### src/sv/dsc_pkg.sv
// ---------------------------------------------------------------------------
// Degree sine/cosine unit package
// Shared widths, formats, the quadrant code, the pipeline beat type and the
// CORDIC arctangent table in degrees.
// ---------------------------------------------------------------------------
`default_nettype none

package dsc_pkg;

  localparam int ANGLE_FRAC_BITS_DEF = 16;
  localparam int OUT_FRAC_BITS_DEF   = 15;
  localparam int CORDIC_STAGES_DEF   = 16;

  localparam int ANGLE_W  = 32;
  localparam int RES_W    = 16;
  localparam int XY_W     = 32;
  localparam int Z_FRAC   = 24;
  localparam int XY_FRAC  = 30;
  localparam int ATAN_LEN = 24;
  localparam int REM_W    = 7;

  // Reciprocal of the CORDIC gain of an unbounded number of stages, Q2.30.
  localparam logic signed [XY_W-1:0] GAIN_Q30 = 32'sd652032874;

  typedef enum logic [1:0] {
    QUAD_0,
    QUAD_1,
    QUAD_2,
    QUAD_3
  } dsc_quad_e;

  typedef struct packed {
    logic                   valid;
    dsc_quad_e              quad;
    logic signed [XY_W-1:0] x;
    logic signed [XY_W-1:0] y;
    logic signed [XY_W-1:0] z;
  } dsc_cord_t;

  // atan(2^-i) in degrees, Q8.24, rounded to nearest.
  function automatic logic signed [XY_W-1:0] dsc_atan(input int idx);
    logic signed [XY_W-1:0] v;
    case (idx)
      0:  v = 32'sd754974720;
      1:  v = 32'sd445687602;
      2:  v = 32'sd235489088;
      3:  v = 32'sd119537938;
      4:  v = 32'sd60000934;
      5:  v = 32'sd30029717;
      6:  v = 32'sd15018523;
      7:  v = 32'sd7509720;
      8:  v = 32'sd3754917;
      9:  v = 32'sd1877466;
      10: v = 32'sd938734;
      11: v = 32'sd469367;
      12: v = 32'sd234684;
      13: v = 32'sd117342;
      14: v = 32'sd58671;
      15: v = 32'sd29335;
      16: v = 32'sd14668;
      17: v = 32'sd7334;
      18: v = 32'sd3667;
      19: v = 32'sd1833;
      20: v = 32'sd917;
      21: v = 32'sd458;
      22: v = 32'sd229;
      23: v = 32'sd115;
      default: v = '0;
    endcase
    return v;
  endfunction

endpackage

`default_nettype wire

### src/sv/dsc_wrap.sv
// ---------------------------------------------------------------------------
// Angle reduction
// Three register stages that split the angle into a quadrant and a remainder
// below 90 degrees and seed the CORDIC rotation.
// ---------------------------------------------------------------------------
`default_nettype none

module dsc_wrap #(
  parameter int ANGLE_FRAC_BITS = dsc_pkg::ANGLE_FRAC_BITS_DEF
) (
  input  wire                                clk_i,
  input  wire                                rst_ni,
  input  wire                                valid_i,
  input  wire  [dsc_pkg::ANGLE_W-1:0]        angle_i,
  output dsc_pkg::dsc_cord_t                 cord_o
);
  import dsc_pkg::*;

  localparam int HW = ANGLE_W - ANGLE_FRAC_BITS;   // whole-degree part
  localparam int UW = HW + 1;                      // offset whole degrees
  // Offset that makes the whole-degree part nonnegative; a multiple of 360
  // so that both the quadrant and the remainder are unchanged.
  localparam longint OFF = 360 * (((longint'(1) << (HW - 1)) + 359) / 360);
  localparam logic signed [UW:0] OFF_S = (UW + 1)'(OFF);
  // Division by 90 as a multiplication by a rounded-up reciprocal; the
  // reciprocal error stays below 1/128 of an LSB, so the quotient is exact.
  localparam int SH = UW + 7;
  localparam int RW = UW + 1;
  localparam int QW = UW - 6;
  localparam longint RECIP = ((longint'(1) << SH) + 89) / 90;
  localparam logic [RW-1:0] RECIP_V = RW'(RECIP);
  localparam logic [UW-1:0] NINETY = UW'(90);

  // Stage A: offset the whole-degree part.
  logic                        a_valid_q;
  logic [UW-1:0]               a_u_d, a_u_q;
  logic [ANGLE_FRAC_BITS-1:0]  a_frac_q;
  logic signed [UW:0]          a_sum;

  assign a_sum = $signed({{2{angle_i[ANGLE_W-1]}}, angle_i[ANGLE_W-1:ANGLE_FRAC_BITS]}) + OFF_S;
  assign a_u_d = a_sum[UW-1:0];

  // Stage B: reciprocal product.
  logic                        b_valid_q;
  logic [UW+RW-1:0]            b_prod_q;
  logic [UW-1:0]               b_u_q;
  logic [ANGLE_FRAC_BITS-1:0]  b_frac_q;

  // Stage C: quotient, remainder and CORDIC seed.
  logic                        c_valid_q;
  logic [QW-1:0]               c_quo;
  logic [UW-1:0]               c_rem_full;
  logic [REM_W-1:0]            c_rem;
  dsc_quad_e                   c_quad_q;
  logic signed [XY_W-1:0]      c_z_d, c_z_q;

  assign c_quo      = b_prod_q[SH +: QW];
  assign c_rem_full = b_u_q - UW'(c_quo) * NINETY;
  assign c_rem      = c_rem_full[REM_W-1:0];
  assign c_z_d      = {1'b0, c_rem, b_frac_q, {(Z_FRAC - ANGLE_FRAC_BITS){1'b0}}};

  always_ff @(posedge clk_i or negedge rst_ni) begin
    if (!rst_ni) begin
      a_valid_q <= 1'b0;
      b_valid_q <= 1'b0;
      c_valid_q <= 1'b0;
    end else begin
      a_valid_q <= valid_i;
      b_valid_q <= a_valid_q;
      c_valid_q <= b_valid_q;
    end
  end

  always_ff @(posedge clk_i) begin
    a_u_q    <= a_u_d;
    a_frac_q <= angle_i[ANGLE_FRAC_BITS-1:0];
    b_prod_q <= (UW + RW)'(a_u_q) * (UW + RW)'(RECIP_V);
    b_u_q    <= a_u_q;
    b_frac_q <= a_frac_q;
    c_quad_q <= dsc_quad_e'(c_quo[1:0]);
    c_z_q    <= c_z_d;
  end

  assign cord_o.valid = c_valid_q;
  assign cord_o.quad  = c_quad_q;
  assign cord_o.x     = GAIN_Q30;
  assign cord_o.y     = '0;
  assign cord_o.z     = c_z_q;

endmodule

`default_nettype wire

### config.mk
export PLATFORM = sky130hd
export DESIGN_NAME = dsc_wrap
export DESIGN_NICKNAME = d
export VERILOG_FILES = /design/src/sv/dsc_pkg.sv /design/src/sv/dsc_wrap.sv
export SDC_FILE = /design/constraint.sdc
export NUM_CORES = 1
export LEC_CHECK = 0
export ABC_AREA = 1
export BUFFER_PORTS_ARGS = -buffer_cell sky130_fd_sc_hd__clkbuf_2
export CAP_MARGIN = 15
export CORE_MARGIN = 3
export CORE_UTILIZATION = 45
export DETAILED_ROUTE_END_ITERATION = 10
export PLACE_DENSITY = 0.66
export SLEW_MARGIN = 15
export SYNTH_ARGS = -nofsm -noshare
export SYNTH_HDL_FRONTEND = slang
export SYNTH_SLANG_ARGS = --single-unit
### constraint.sdc
create_clock -name clk_i -period 5.1 [get_ports clk_i]
set_clock_uncertainty 0.15 [all_clocks]
set_input_delay 0.51 -clock clk_i [delete_from_list [all_inputs] [get_ports clk_i]]
set_output_delay 0.51 -clock clk_i [all_outputs]
set_load 0.05 [all_outputs]
==> results.md <==
- Path depth of the worst reg2reg path: 17
- Ys flop type: dfxtp_1
- Startpoint Class: flop
- Final instance area: 8478 um2
- Share of post-route cells with drive strength above 1: 13.93%
- Post-Syn Instances: 844
- IO Pins: 134
- Dpl hpwl: 12,790 um
- Slew Viols, Final: 0
- Crit path max fanout: 5
- Synth top cells by count: inv_1 (218), ha_1 (120), nand2_1 (118)
- Most common cell in the netlist: inv_1
- Synth warnings: 0
- Routed len/inst: 12.71 um
- Routed vias: 4,946
- Vias in the first global route: 5,024
- Kind of critical path: flop to flop
- Status: complete, no violations
- Dpl cells: 1,128
- Main area contributors after synthesis: dfxtp_1 (23%), fa_1 (22%), ha_1 (20%), inv_1 (11%), buf_4 (7.2%)
- DR vias/cell: 4.316
- Die Ht: 136.7 um
- Post-synthesis register bit count: 90
- Mapped Avg Cell Area: 9.113 um2
- Die width: 136.7 um
- Hold Crit Class: input pin to flop
- Hold_sp: angle_i[5]
- Top cell type's share of synthesized area: 22.65%
- Drt first pass iters: 4
- DRT antenna net count: 0
- Largest net degree at the start of global routing: 17
- Residual DRC: 0
- Area growth, synth to finish: 10.23%
- GR Overflow Total: 0
- Max-cap violations: 0
- CTS root buf: clkbuf_16
- Port bufs: 60
- Area leader, netlist: dfxtp_1
- Critical path endpoint category: flop
- Req. time, crit path: 5.18 ns
- R2r setup slk: 0.20 ns
- Period utilisation layout: 96.03%
- RSZ-0062 raised after global routing: true
- First-pass GRT wire length: 23,960 um
- Total track usage: 16.47%
- Arrival time worst endpoint: 4.98 ns
- Initial Util: 46.21%
- Diode count: 0
- Hold Path End: a_frac_q[5]
- Netlist cell types: 30
- # rows: 47
- Post-layout minimum cycle time: 4.897 ns
- Final std cells w/o fill: 1,146
- Reg2reg end: b_prod_q[26]
- 1st-iter DRT viols: 160
- Placed inst area: 8030 um2
- Clock Tree Buf Depth: 2
- # H-tree levels: 3
- Worst hold stages: 1
- Worst-Skew Late Latency: 0.33 ns
- Final Setup Violations: 0
- Post-synthesis sequential area ratio: 23.62%
- Fraction of registers with async set/reset: 3.333%
- Full die area: 18,700 um2
- CTS tree: yes
- Clock sinks: 90
- EDFF count, synth: 0
- Layout net count: 1,162
- Initial antenna violation count: 0
- Critical R2R Launch: a_u_q[7]
- Syn Std Cell Area: 7691 um2
- Core area: 16,640 um2
- GPL Wtd Cong: 0.8838
- Num CTS Buffers: 9
- Count of final hold-check violations: 0
- Clk slew on worst S/H paths: 0.07 ns
- Fmax: 204.2 MHz
- Routed WL: 14,570 um
==> layer usage <==
metal	GRT usage, %	up-vias	share of wire (%)
met5	0	-	0
met4	3.583	0	1.1
met3	3.088	11	4.5
met2	27.27	105	48
met1	22.51	2294	46
li1	-	2536	-
==> placed cells by master, fill, tap and decap left out, types with 10 or more instances in the layout <==
master / instances
conb_1: 73
ha_1: 112
fa_1: 86
clkbuf_16: 10
nand2_1: 115
xor2_1: 12
dfxtp_1: 81
a21oi_1: 20
clkbuf_2: 60
nor2_1: 22
nand3_1: 17
inv_1: 217
==> worst max-delay path by stage <==
stage               cells past startpoint      endpoint  slack (ns)      from
floorplan                              17  b_prod_q[28]        0.39  a_u_q[9]
global placement                       19  b_prod_q[24]       -0.11  a_u_q[5]
detailed placement                     21  b_prod_q[24]       -0.03  a_u_q[5]
CTS                                    19  b_prod_q[24]        0.02  a_u_q[2]
global route                           17  b_prod_q[26]       -0.02  a_u_q[7]
finish                                 17  b_prod_q[26]        0.20  a_u_q[7]
==> logic make-up (layout without fill, tap and decap cells) <==
| logic type | Yosys count | count (layout) | share of synthesized area, % |
|---|---|---|---|
| AOI/OAI and AO/OA | 40 | 40 | 3.026 |
| xor gates and xnor gates | 20 | 20 | 2.278 |
| adders and majority gates | 206 | 206 | 41.91 |
| buffers and inverters | 296 | 307 | 18.06 |
| DFF | 90 | 90 | 23.62 |
| other | 2 | 73 | 0.09764 |
| and+or+nand+nor | 190 | 190 | 11.01 |
==> worst max-delay path, stage by stage (launching register included) <==
cell	delay, ns
dfxtp_4	0.40
ha_2	0.31
fa_1	0.56
inv_1	0.06
fa_1	0.51
fa_1	0.55
inv_1	0.05
fa_1	0.53
inv_1	0.05
fa_1	0.52
inv_1	0.04
ha_1	0.34
a21oi_1	0.18
o21ai_0	0.13
a21oi_1	0.19
nand3_1	0.10
nand2_1	0.06
nand2_1	0.05
==> flip-flops by register name, summed over array words and instances (netlist names), 2 cells and up <==
name,flops
a_frac_q,16
a_u_q,17
b_frac_q,16
b_prod_q,6
b_u_q,7
c_quad_q,2
c_z_q,23
==> what timing repair did <==
item,CTS,global route
pin swaps,0,3
setup buffers,0,1
gates resized for setup,2,30
hold buffers,1,0
setup endpoints to repair,1,6
endpoints found under the hold margin,3,0
==> per-stage QoR <==
stage	setup slack [ns]	util [%]	setup TNS [ns]	hold WS, ns
floorplan	0.3880	-	0	0.06441
global placement	-0.1087	48.25	-0.1318	0.1584
detailed placement	-0.02517	48.25	-0.02517	0.1590
CTS	0.01614	50.12	0	0.1082
global route	-0.01845	50.94	-0.01875	0.1026
finish	0.2027	50.94	0	0.1213
==> final cells by class <==
class | instances | area [um2]
inverters | 222 | 833.3
clock inverters | 5 | 43.79
flip-flops and latches | 90 | 1834
fillers | 1536 | 8164
multi-input cells | 529 | 4867
repair buffers | 69 | 370.4
clock buffers | 11 | 254.0
well taps | 220 | 275.3
Power is left out: the tool's default activity adds up to more than one toggle a clock period on the data nets, which glitch-free logic cannot reach.
