**config.mk**
```make
export PLATFORM = sky130hd
export DESIGN_NAME = dsc_out
export DESIGN_NICKNAME = d
export VERILOG_FILES = /design/src/sv/dsc_pkg.sv /design/src/sv/dsc_out.sv
export SDC_FILE = /design/constraint.sdc
export NUM_CORES = 1
export LEC_CHECK = 0
export BUFFER_PORTS_ARGS = -buffer_cell sky130_fd_sc_hd__buf_2
export CORE_MARGIN = 10
export CORE_UTILIZATION = 37
export DETAILED_ROUTE_END_ITERATION = 10
export PLACE_DENSITY = 0.65
export SYNTH_ARGS = -nofsm -noshare
export SYNTH_HDL_FRONTEND = slang
export SYNTH_SLANG_ARGS = --single-unit
export TNS_END_PERCENT = 100
```
**constraint.sdc**
```tcl
create_clock -name clk_i -period 0.8 [get_ports clk_i]
set_input_delay 0.04 -clock clk_i [delete_from_list [all_inputs] [get_ports clk_i]]
set_output_delay 0.04 -clock clk_i [all_outputs]
set_load 0.02 [all_outputs]
```
**src/sv/dsc_pkg.sv**
```systemverilog
// ---------------------------------------------------------------------------
// Degree sine/cosine unit package
// Shared widths, formats, the quadrant code, the pipeline beat type and the
// CORDIC arctangent table in degrees.
// ---------------------------------------------------------------------------
`default_nettype none

package dsc_pkg;

  localparam int ANGLE_FRAC_BITS_DEF = 16;
  localparam int OUT_FRAC_BITS_DEF   = 15;
  localparam int CORDIC_STAGES_DEF   = 16;

  localparam int ANGLE_W  = 32;
  localparam int RES_W    = 16;
  localparam int XY_W     = 32;
  localparam int Z_FRAC   = 24;
  localparam int XY_FRAC  = 30;
  localparam int ATAN_LEN = 24;
  localparam int REM_W    = 7;

  // Reciprocal of the CORDIC gain of an unbounded number of stages, Q2.30.
  localparam logic signed [XY_W-1:0] GAIN_Q30 = 32'sd652032874;

  typedef enum logic [1:0] {
    QUAD_0,
    QUAD_1,
    QUAD_2,
    QUAD_3
  } dsc_quad_e;

  typedef struct packed {
    logic                   valid;
    dsc_quad_e              quad;
    logic signed [XY_W-1:0] x;
    logic signed [XY_W-1:0] y;
    logic signed [XY_W-1:0] z;
  } dsc_cord_t;

  // atan(2^-i) in degrees, Q8.24, rounded to nearest.
  function automatic logic signed [XY_W-1:0] dsc_atan(input int idx);
    logic signed [XY_W-1:0] v;
    case (idx)
      0:  v = 32'sd754974720;
      1:  v = 32'sd445687602;
      2:  v = 32'sd235489088;
      3:  v = 32'sd119537938;
      4:  v = 32'sd60000934;
      5:  v = 32'sd30029717;
      6:  v = 32'sd15018523;
      7:  v = 32'sd7509720;
      8:  v = 32'sd3754917;
      9:  v = 32'sd1877466;
      10: v = 32'sd938734;
      11: v = 32'sd469367;
      12: v = 32'sd234684;
      13: v = 32'sd117342;
      14: v = 32'sd58671;
      15: v = 32'sd29335;
      16: v = 32'sd14668;
      17: v = 32'sd7334;
      18: v = 32'sd3667;
      19: v = 32'sd1833;
      20: v = 32'sd917;
      21: v = 32'sd458;
      22: v = 32'sd229;
      23: v = 32'sd115;
      default: v = '0;
    endcase
    return v;
  endfunction

endpackage

`default_nettype wire

```
**src/sv/dsc_out.sv**
```systemverilog
// ---------------------------------------------------------------------------
// Output stage
// Rounds and saturates the CORDIC sine and cosine and folds them by quadrant
// into the registered result.
// ---------------------------------------------------------------------------
`default_nettype none

module dsc_out #(
  parameter int OUT_FRAC_BITS = dsc_pkg::OUT_FRAC_BITS_DEF
) (
  input  wire                                clk_i,
  input  wire                                rst_ni,
  input  wire dsc_pkg::dsc_cord_t            in_i,
  output logic                               done_o,
  output logic signed [dsc_pkg::RES_W-1:0]   sine_o,
  output logic signed [dsc_pkg::RES_W-1:0]   cosine_o
);
  import dsc_pkg::*;

  localparam int SHO = XY_FRAC - OUT_FRAC_BITS;
  localparam longint LIM_RAW = (longint'(1) << OUT_FRAC_BITS) - 1;
  localparam longint LIM = (LIM_RAW > 32767) ? 32767 : LIM_RAW;
  localparam logic signed [XY_W:0] LIM_W = (XY_W + 1)'(LIM);
  localparam logic signed [XY_W:0] HALF  = (XY_W + 1)'(longint'(1) << (SHO - 1));

  function automatic logic signed [RES_W-1:0] round_sat(input logic signed [XY_W-1:0] v);
    logic signed [XY_W:0] sum;
    logic signed [XY_W:0] r;
    logic signed [XY_W:0] s;
    sum = $signed({v[XY_W-1], v}) + HALF;
    r   = sum >>> SHO;
    if (r > LIM_W) begin
      s = LIM_W;
    end else if (r < -LIM_W) begin
      s = -LIM_W;
    end else begin
      s = r;
    end
    return s[RES_W-1:0];
  endfunction

  logic signed [RES_W-1:0] s_val, c_val;
  logic signed [RES_W-1:0] sine_d, cosine_d;
  logic                    done_q;
  logic signed [RES_W-1:0] sine_q, cosine_q;

  assign s_val = round_sat(in_i.y);
  assign c_val = round_sat(in_i.x);

  // Magnitudes never exceed 32767, so the negations cannot overflow.
  always_comb begin
    case (in_i.quad)
      QUAD_0: begin
        sine_d   = s_val;
        cosine_d = c_val;
      end
      QUAD_1: begin
        sine_d   = c_val;
        cosine_d = -s_val;
      end
      QUAD_2: begin
        sine_d   = -s_val;
        cosine_d = -c_val;
      end
      default: begin
        sine_d   = -c_val;
        cosine_d = s_val;
      end
    endcase
  end

  always_ff @(posedge clk_i or negedge rst_ni) begin
    if (!rst_ni) begin
      done_q <= 1'b0;
    end else begin
      done_q <= in_i.valid;
    end
  end

  always_ff @(posedge clk_i) begin
    sine_q   <= sine_d;
    cosine_q <= cosine_d;
  end

  assign done_o   = done_q;
  assign sine_o   = sine_q;
  assign cosine_o = cosine_q;

endmodule

`default_nettype wire

```
==> impl_metrics.yaml, run 1 <==
status:
  status: "complete, but fails checks"
  failed_checks: "setup timing"
final_layout:
  final_cells: 1077
  drive_gt1_frac: 0.600
  multiInputGateArea_um2: 4360
  diodes: 0
  regArea_um2: 672
  area_delta_synth_final_pct: 99.6
  fillers: 729
  final_nets: 1038
synthesis:
  synthTopCellsByArea: "dfxtp_1 (15%), xnor2_1 (4.5%), nor2_1 (4.4%), nand3_1 (3.5%), a21oi_1 (3.2%)"
  post-synth-top-count-cell: "nor2_1"
  synth_top_flop_cell: "dfxtp_1"
  ys_warn_count: 0
  synth_top_area_frac: 0.150
  syn-instance-count: 593
  synth_nets: 698
  synth_edf_count: 0
  synth_commonest_cells: "nor2_1 (50), nand2_1 (36), dfxtp_1 (32), nand3_1 (30), clkbuf_1 (28)"
  synth.distinct_cells: 85
  syn_area_um2: 4280
  yosysTopAreaCell: "dfxtp_1"
  synth-seq-cells: 33
  async_reset_ff_frac: 0.0303
  yosysSeqAreaShare: 0.155
  postSynthAreaPerCell_um2: 7.22
routing:
  vias: 6812
  drtPass1Iterations: 6
  route.detailed.drc: 0
  ant_nets: 0
  post_drt_wl_per_cell_um: 21.6
  first_iter_violations: 876
  wl_um: 23300
  avgViaCountPerCell: 6.32
clock_network:
  cts_buffer_depth: 2
  clock_sinks: 33
  tritoncts: "yes"
  cts_max_level: 2
  clkTransAtPathRegs_ns: 0.06
  cts_made_buffers: 5
  cts_root_buf: "clkbuf_16"
die:
  die_w_um: 128
  initial_core_util: 0.377
  die_area_um2: 16300
  ios: 134
  die-height_um: 128
  core_area_um2: 11400
  placementRows: 39
global_route:
  grt_first_pass_wirelength_um: 32200
  grt-ovfl-total: 0
  grt_pass1_vias: 6463
  track_usage: 0.236
  grt_max_degree: 24
  grt_antenna_before_repair: 0
placement:
  hpwl_um: 15000
  port-buffer-count: 73
  gp_congestion: 0.937
  placedCellCount: 1006
power_and_ir_drop:
  p_leak_uw: 0.00360
  ir_drop_v: 0.00109
  powerDensity_nw_per_um2: 1040
sta:
  tightest_slew_ns: 0.654
  min_period_over_period: 3.96
  hold_violations: 0
  drv_slew: 0
  grt_setup_unrepaired: "yes"
  timing.fmax_mhz: 316
  timing.slew.headroom: 0.561
  final-setup-viol-count: 35
  min_period_ns: 3.17
  fin_setup_tns_ns: -59.66
  finalWorstSetupSlack_ns: -2.37
setup_path:
  cp_data_arrival_time_ns: 3.31
  crit_fanout: 6
  worstSetupPathType: "primary input to flop"
  startpoint_type: "primary input"
  required_ns: 0.94
  end_kind: "flop"
run:
  max-cap-violations: 0
worst_hold_path:
  hp-class: "primary input to async pin"
## metal layers
metal  wire [um]  global-route usage
met1        8980               0.291
met2       10900               0.406
met3        2290              0.0571
met4        1080              0.0523
met5           0                   0
## sequential cells by signal, summed over array words and instances (netlist names)
name      cells
cosine_o     16
done_o        1
sine_o       16
## stage by stage
stage                     hold WS, ns   util  worst slack, ns  area (um^2)  total power (uW)
after floorplan                -0.256      -            -2.43         4670              3890
final                          0.0516  0.752            -2.37         8550              8900
after CTS                      0.0580  0.688            -2.14         7830              8220
after global placement         -0.185  0.593            -2.67         6740              5390
after global routing           0.0617  0.752            -2.50         8550              9210
after detailed placement       -0.182  0.593            -2.75         6740              5470
## worst max-delay path, cell delays in order
cell	delay (ns)
buf_8	0.09
nand4_4	0.10
buf_4	0.15
buf_4	0.15
o21a_1	0.24
nor4_2	0.52
nand3_2	0.20
o31a_1	0.37
a21oi_2	0.22
ha_4	0.21
buf_6	0.11
o211ai_1	0.13
o31a_1	0.30
o311ai_1	0.30
o311ai_1	0.17
## worst paths after layout
kind / start / to / slack, ns / cells past startpoint
setup / recovery: in_i[78] / cosine_o[12]$_DFF_P_ / -2.37 / 15
min in group clk_i: in_i[97] / sine_o[6]$_DFF_P_ / 0.28 / 3
max in group asynchronous: rst_ni / done_o$_DFF_PN0_ / 0.66 / 2
hold / removal: rst_ni / done_o$_DFF_PN0_ / 0.05 / 2
## layout make-up
cell class                 instances  area share
tap                              143      0.0209
timing repair buffer             384       0.364
sequential                        33      0.0786
clock inverter                     1     0.00351
multi-input combinational        493       0.510
inverter                          16     0.00703
clock buffer                       7      0.0167
## logic make-up (layout without fill, tap and decap cells)
group / Yosys count / after routing / share of synthesized area
AND/OR/NAND/NOR: 236 / 236 / 0.307
XOR/XNOR: 34 / 34 / 0.0695
adder cells (fa/ha/maj): 5 / 5 / 0.0140
multiplexers: 13 / 13 / 0.0403
AO/OA/AOI/OAI: 205 / 205 / 0.345
flip-flops: 33 / 33 / 0.155
buffers and inverters: 67 / 408 / 0.0681
## power by group
part | leakage [uW] | switching (uW) | total [uW] | internal (uW)
clock network | 0.0000841 | 740 | 2300 | 1560
registers | 0.000281 | 82.3 | 1960 | 1880
logic | 0.00323 | 2440 | 4650 | 2210
## cells in the final DEF, fill, tap and decap left out, types with 12 or more instances in the layout
master | synthesis | final
inv_1 | 14 | 12
o21a_1 | 15 | 13
buf_6 | 1 | 53
nand3_1 | 30 | 19
nor3_1 | 21 | 14
nand2_1 | 36 | 31
o21ai_0 | 27 | 18
buf_4 | 3 | 292
dfxtp_1 | 32 | 27
nor2_1 | 50 | 44
buf_2 | 17 | 26
xnor2_1 | 22 | 20
a21oi_1 | 27 | 14
o211ai_1 | 14 | 14
## timing repair
item,in CTS,in global routing
hold buffers,2,0
pin swaps,62,53
gates resized for setup,144,120
endpoints found under the setup margin,41,57
hold endpoints to repair,2,0
setup buffers,36,41
(Power assumes the default switching activity.)
==> run 2: changes to the inputs <==
Settings changed: CORE_UTILIZATION 37 to 40, PLACE_DENSITY 0.65 to 0.69.
==> impl_metrics.yaml, run 2 (synthesis results as in run 1) <==
status:
  status: "complete, but fails checks"
  failed_checks: "setup timing"
power_and_ir_drop:
  p_leak_uw: 0.00355
  finalPower_uw: 7980
  powerDensity_nw_per_um2: 944
  ir_drop_v: 0.000966
placement:
  placedCellCount: 994
  hpwl_um: 14400
  port-buffer-count: 73
  placed_area_um2: 6720
  gp_congestion: 0.922
final_layout:
  final_cell_mix: "buf_4 (279), buf_6 (57), nor2_1 (47), nand2_1 (34), buf_2 (27)"
  fillers: 561
  drive_gt1_frac: 0.587
  layout_commonest_cell: "buf_4"
  area_delta_synth_final_pct: 97.4
  diodes: 0
  final_nets: 1034
  final_cells: 1066
  fin_area_um2: 8450
routing:
  post_drt_wl_per_cell_um: 22.3
  vias: 6900
  first_iter_violations: 1004
  route.detailed.drc: 0
  wl_um: 23800
  drtPass1Iterations: 7
  ant_nets: 0
  avgViaCountPerCell: 6.47
sta:
  final-setup-viol-count: 34
  timing.fmax_mhz: 274
  tightest_slew_ns: 0.719
  grt_setup_unrepaired: "yes"
  min_period_over_period: 4.57
  drv_slew: 0
  min_period_ns: 3.65
  finalWorstSetupSlack_ns: -2.85
  timing.slew.headroom: 0.516
  hold_violations: 0
clock_network:
  tritoncts: "yes"
  clkTransAtPathRegs_ns: 0.07
  cts_max_level: 2
  clock_sinks: 33
  cts_root_buf: "clkbuf_8"
  cts_buffer_depth: 2
  cts_made_buffers: 5
die:
  core_area_um2: 10400
  initial_core_util: 0.413
  placementRows: 37
  die_w_um: 123
  die_area_um2: 15200
  ios: 134
  die-height_um: 123
setup_path:
  crit_chain: "buf_8 > buf_6 > nand3_4 > buf_4 > o21ai_0 > nor4b_2 > o21a_1 > a41oi_4 > nor2_4 > o21ai_2 > inv_2 > ha_4 > inv_2 > a21oi_4 > o211ai_4 > buf_6 > buf_4 > o311ai_4 > o311ai_4 > a211oi_2"
  crit_fanout: 8
  worstSetupPathType: "primary input to flop"
  cp_data_arrival_time_ns: 3.85
  end_kind: "flop"
  required_ns: 1.00
  max_stage_delay_ns: 0.49
  worst_path_max_delay_cell: "nor4b_2"
  startpoint_type: "primary input"
worst_hold_path:
  hp-class: "primary input to async pin"
global_route:
  met3_usage: 0.0433
  grt_max_degree: 19
  grtUsageMet1: 0.332
  grt-ovfl-total: 0
  grt_pass1_vias: 6373
  track_usage: 0.257
  top_usage_layer: "met2"
  met2_usage: 0.434
  grt_antenna_before_repair: 1
  grt_first_pass_wirelength_um: 32300
run:
  max-cap-violations: 0
[run 2: cell type report]
class                           count  area [um^2]  area share
Multi-Input combinational cell    493         4320       0.511
Timing Repair Buffer              380         3140       0.371
Sequential cell                    33          678      0.0802
Tap cell                          136          170      0.0201
Clock buffer                        5         68.8     0.00814
Inverter                           16         60.1     0.00710
Clock inverter                      3         17.5     0.00207
[run 2: metal layers]
metal,vias up,share of wire
li1,2972,-
met1,3290,0.37
met2,504,0.47
met3,134,0.10
met4,0,0.056
met5,-,0
[run 2: repair_timing]
item                                    in CTS  in global routing
endpoints found under the setup margin      47                 58
hold buffers                                 2                  0
endpoints found under the hold margin        2                  0
gates cloned                                 1                  0
resized for setup                          160                100
pin swaps                                   70                 35
buffers inserted                            37                 32
[run 2: power by group]
part	switching, uW	total [uW]	internal [uW]
clock	660	1260	601
combinational	2460	4740	2280
sequential	97.1	1980	1880
total	3210	7980	4760
[run 2: final timing paths]
kind                          start            endpoint  slack (ns)  cells past startpoint
setup / recovery           in_i[46]  sine_o[12]$_DFF_P_       -2.85                     20
max in group asynchronous    rst_ni    done_o$_DFF_PN0_        0.66                      2
min in group clk_i         in_i[97]   sine_o[7]$_DFF_P_        0.21                      3
hold / removal               rst_ni    done_o$_DFF_PN0_        0.05                      2
[run 2: stage by stage]
stage	util	TNS [ns]	setup slack (ns)	hold WS, ns
after global placement	0.648	-69.29	-2.64	-0.185
final	0.815	-71.45	-2.85	0.0536
after CTS	0.755	-53.06	-2.15	0.0582
after global routing	0.815	-73.83	-2.92	0.0721
after floorplan	-	-56.70	-2.43	-0.256
after detailed placement	0.648	-71.07	-2.79	-0.183
[run 2: critical path, delay by kind of cell]
kind / cells / cell delay [ns]
AO/OA/AOI/OAI: 9 / 2.08
adder cells (fa/ha/maj): 1 / 0.14
buffers and inverters: 7 / 0.81
AND/OR/NAND/NOR: 3 / 0.77
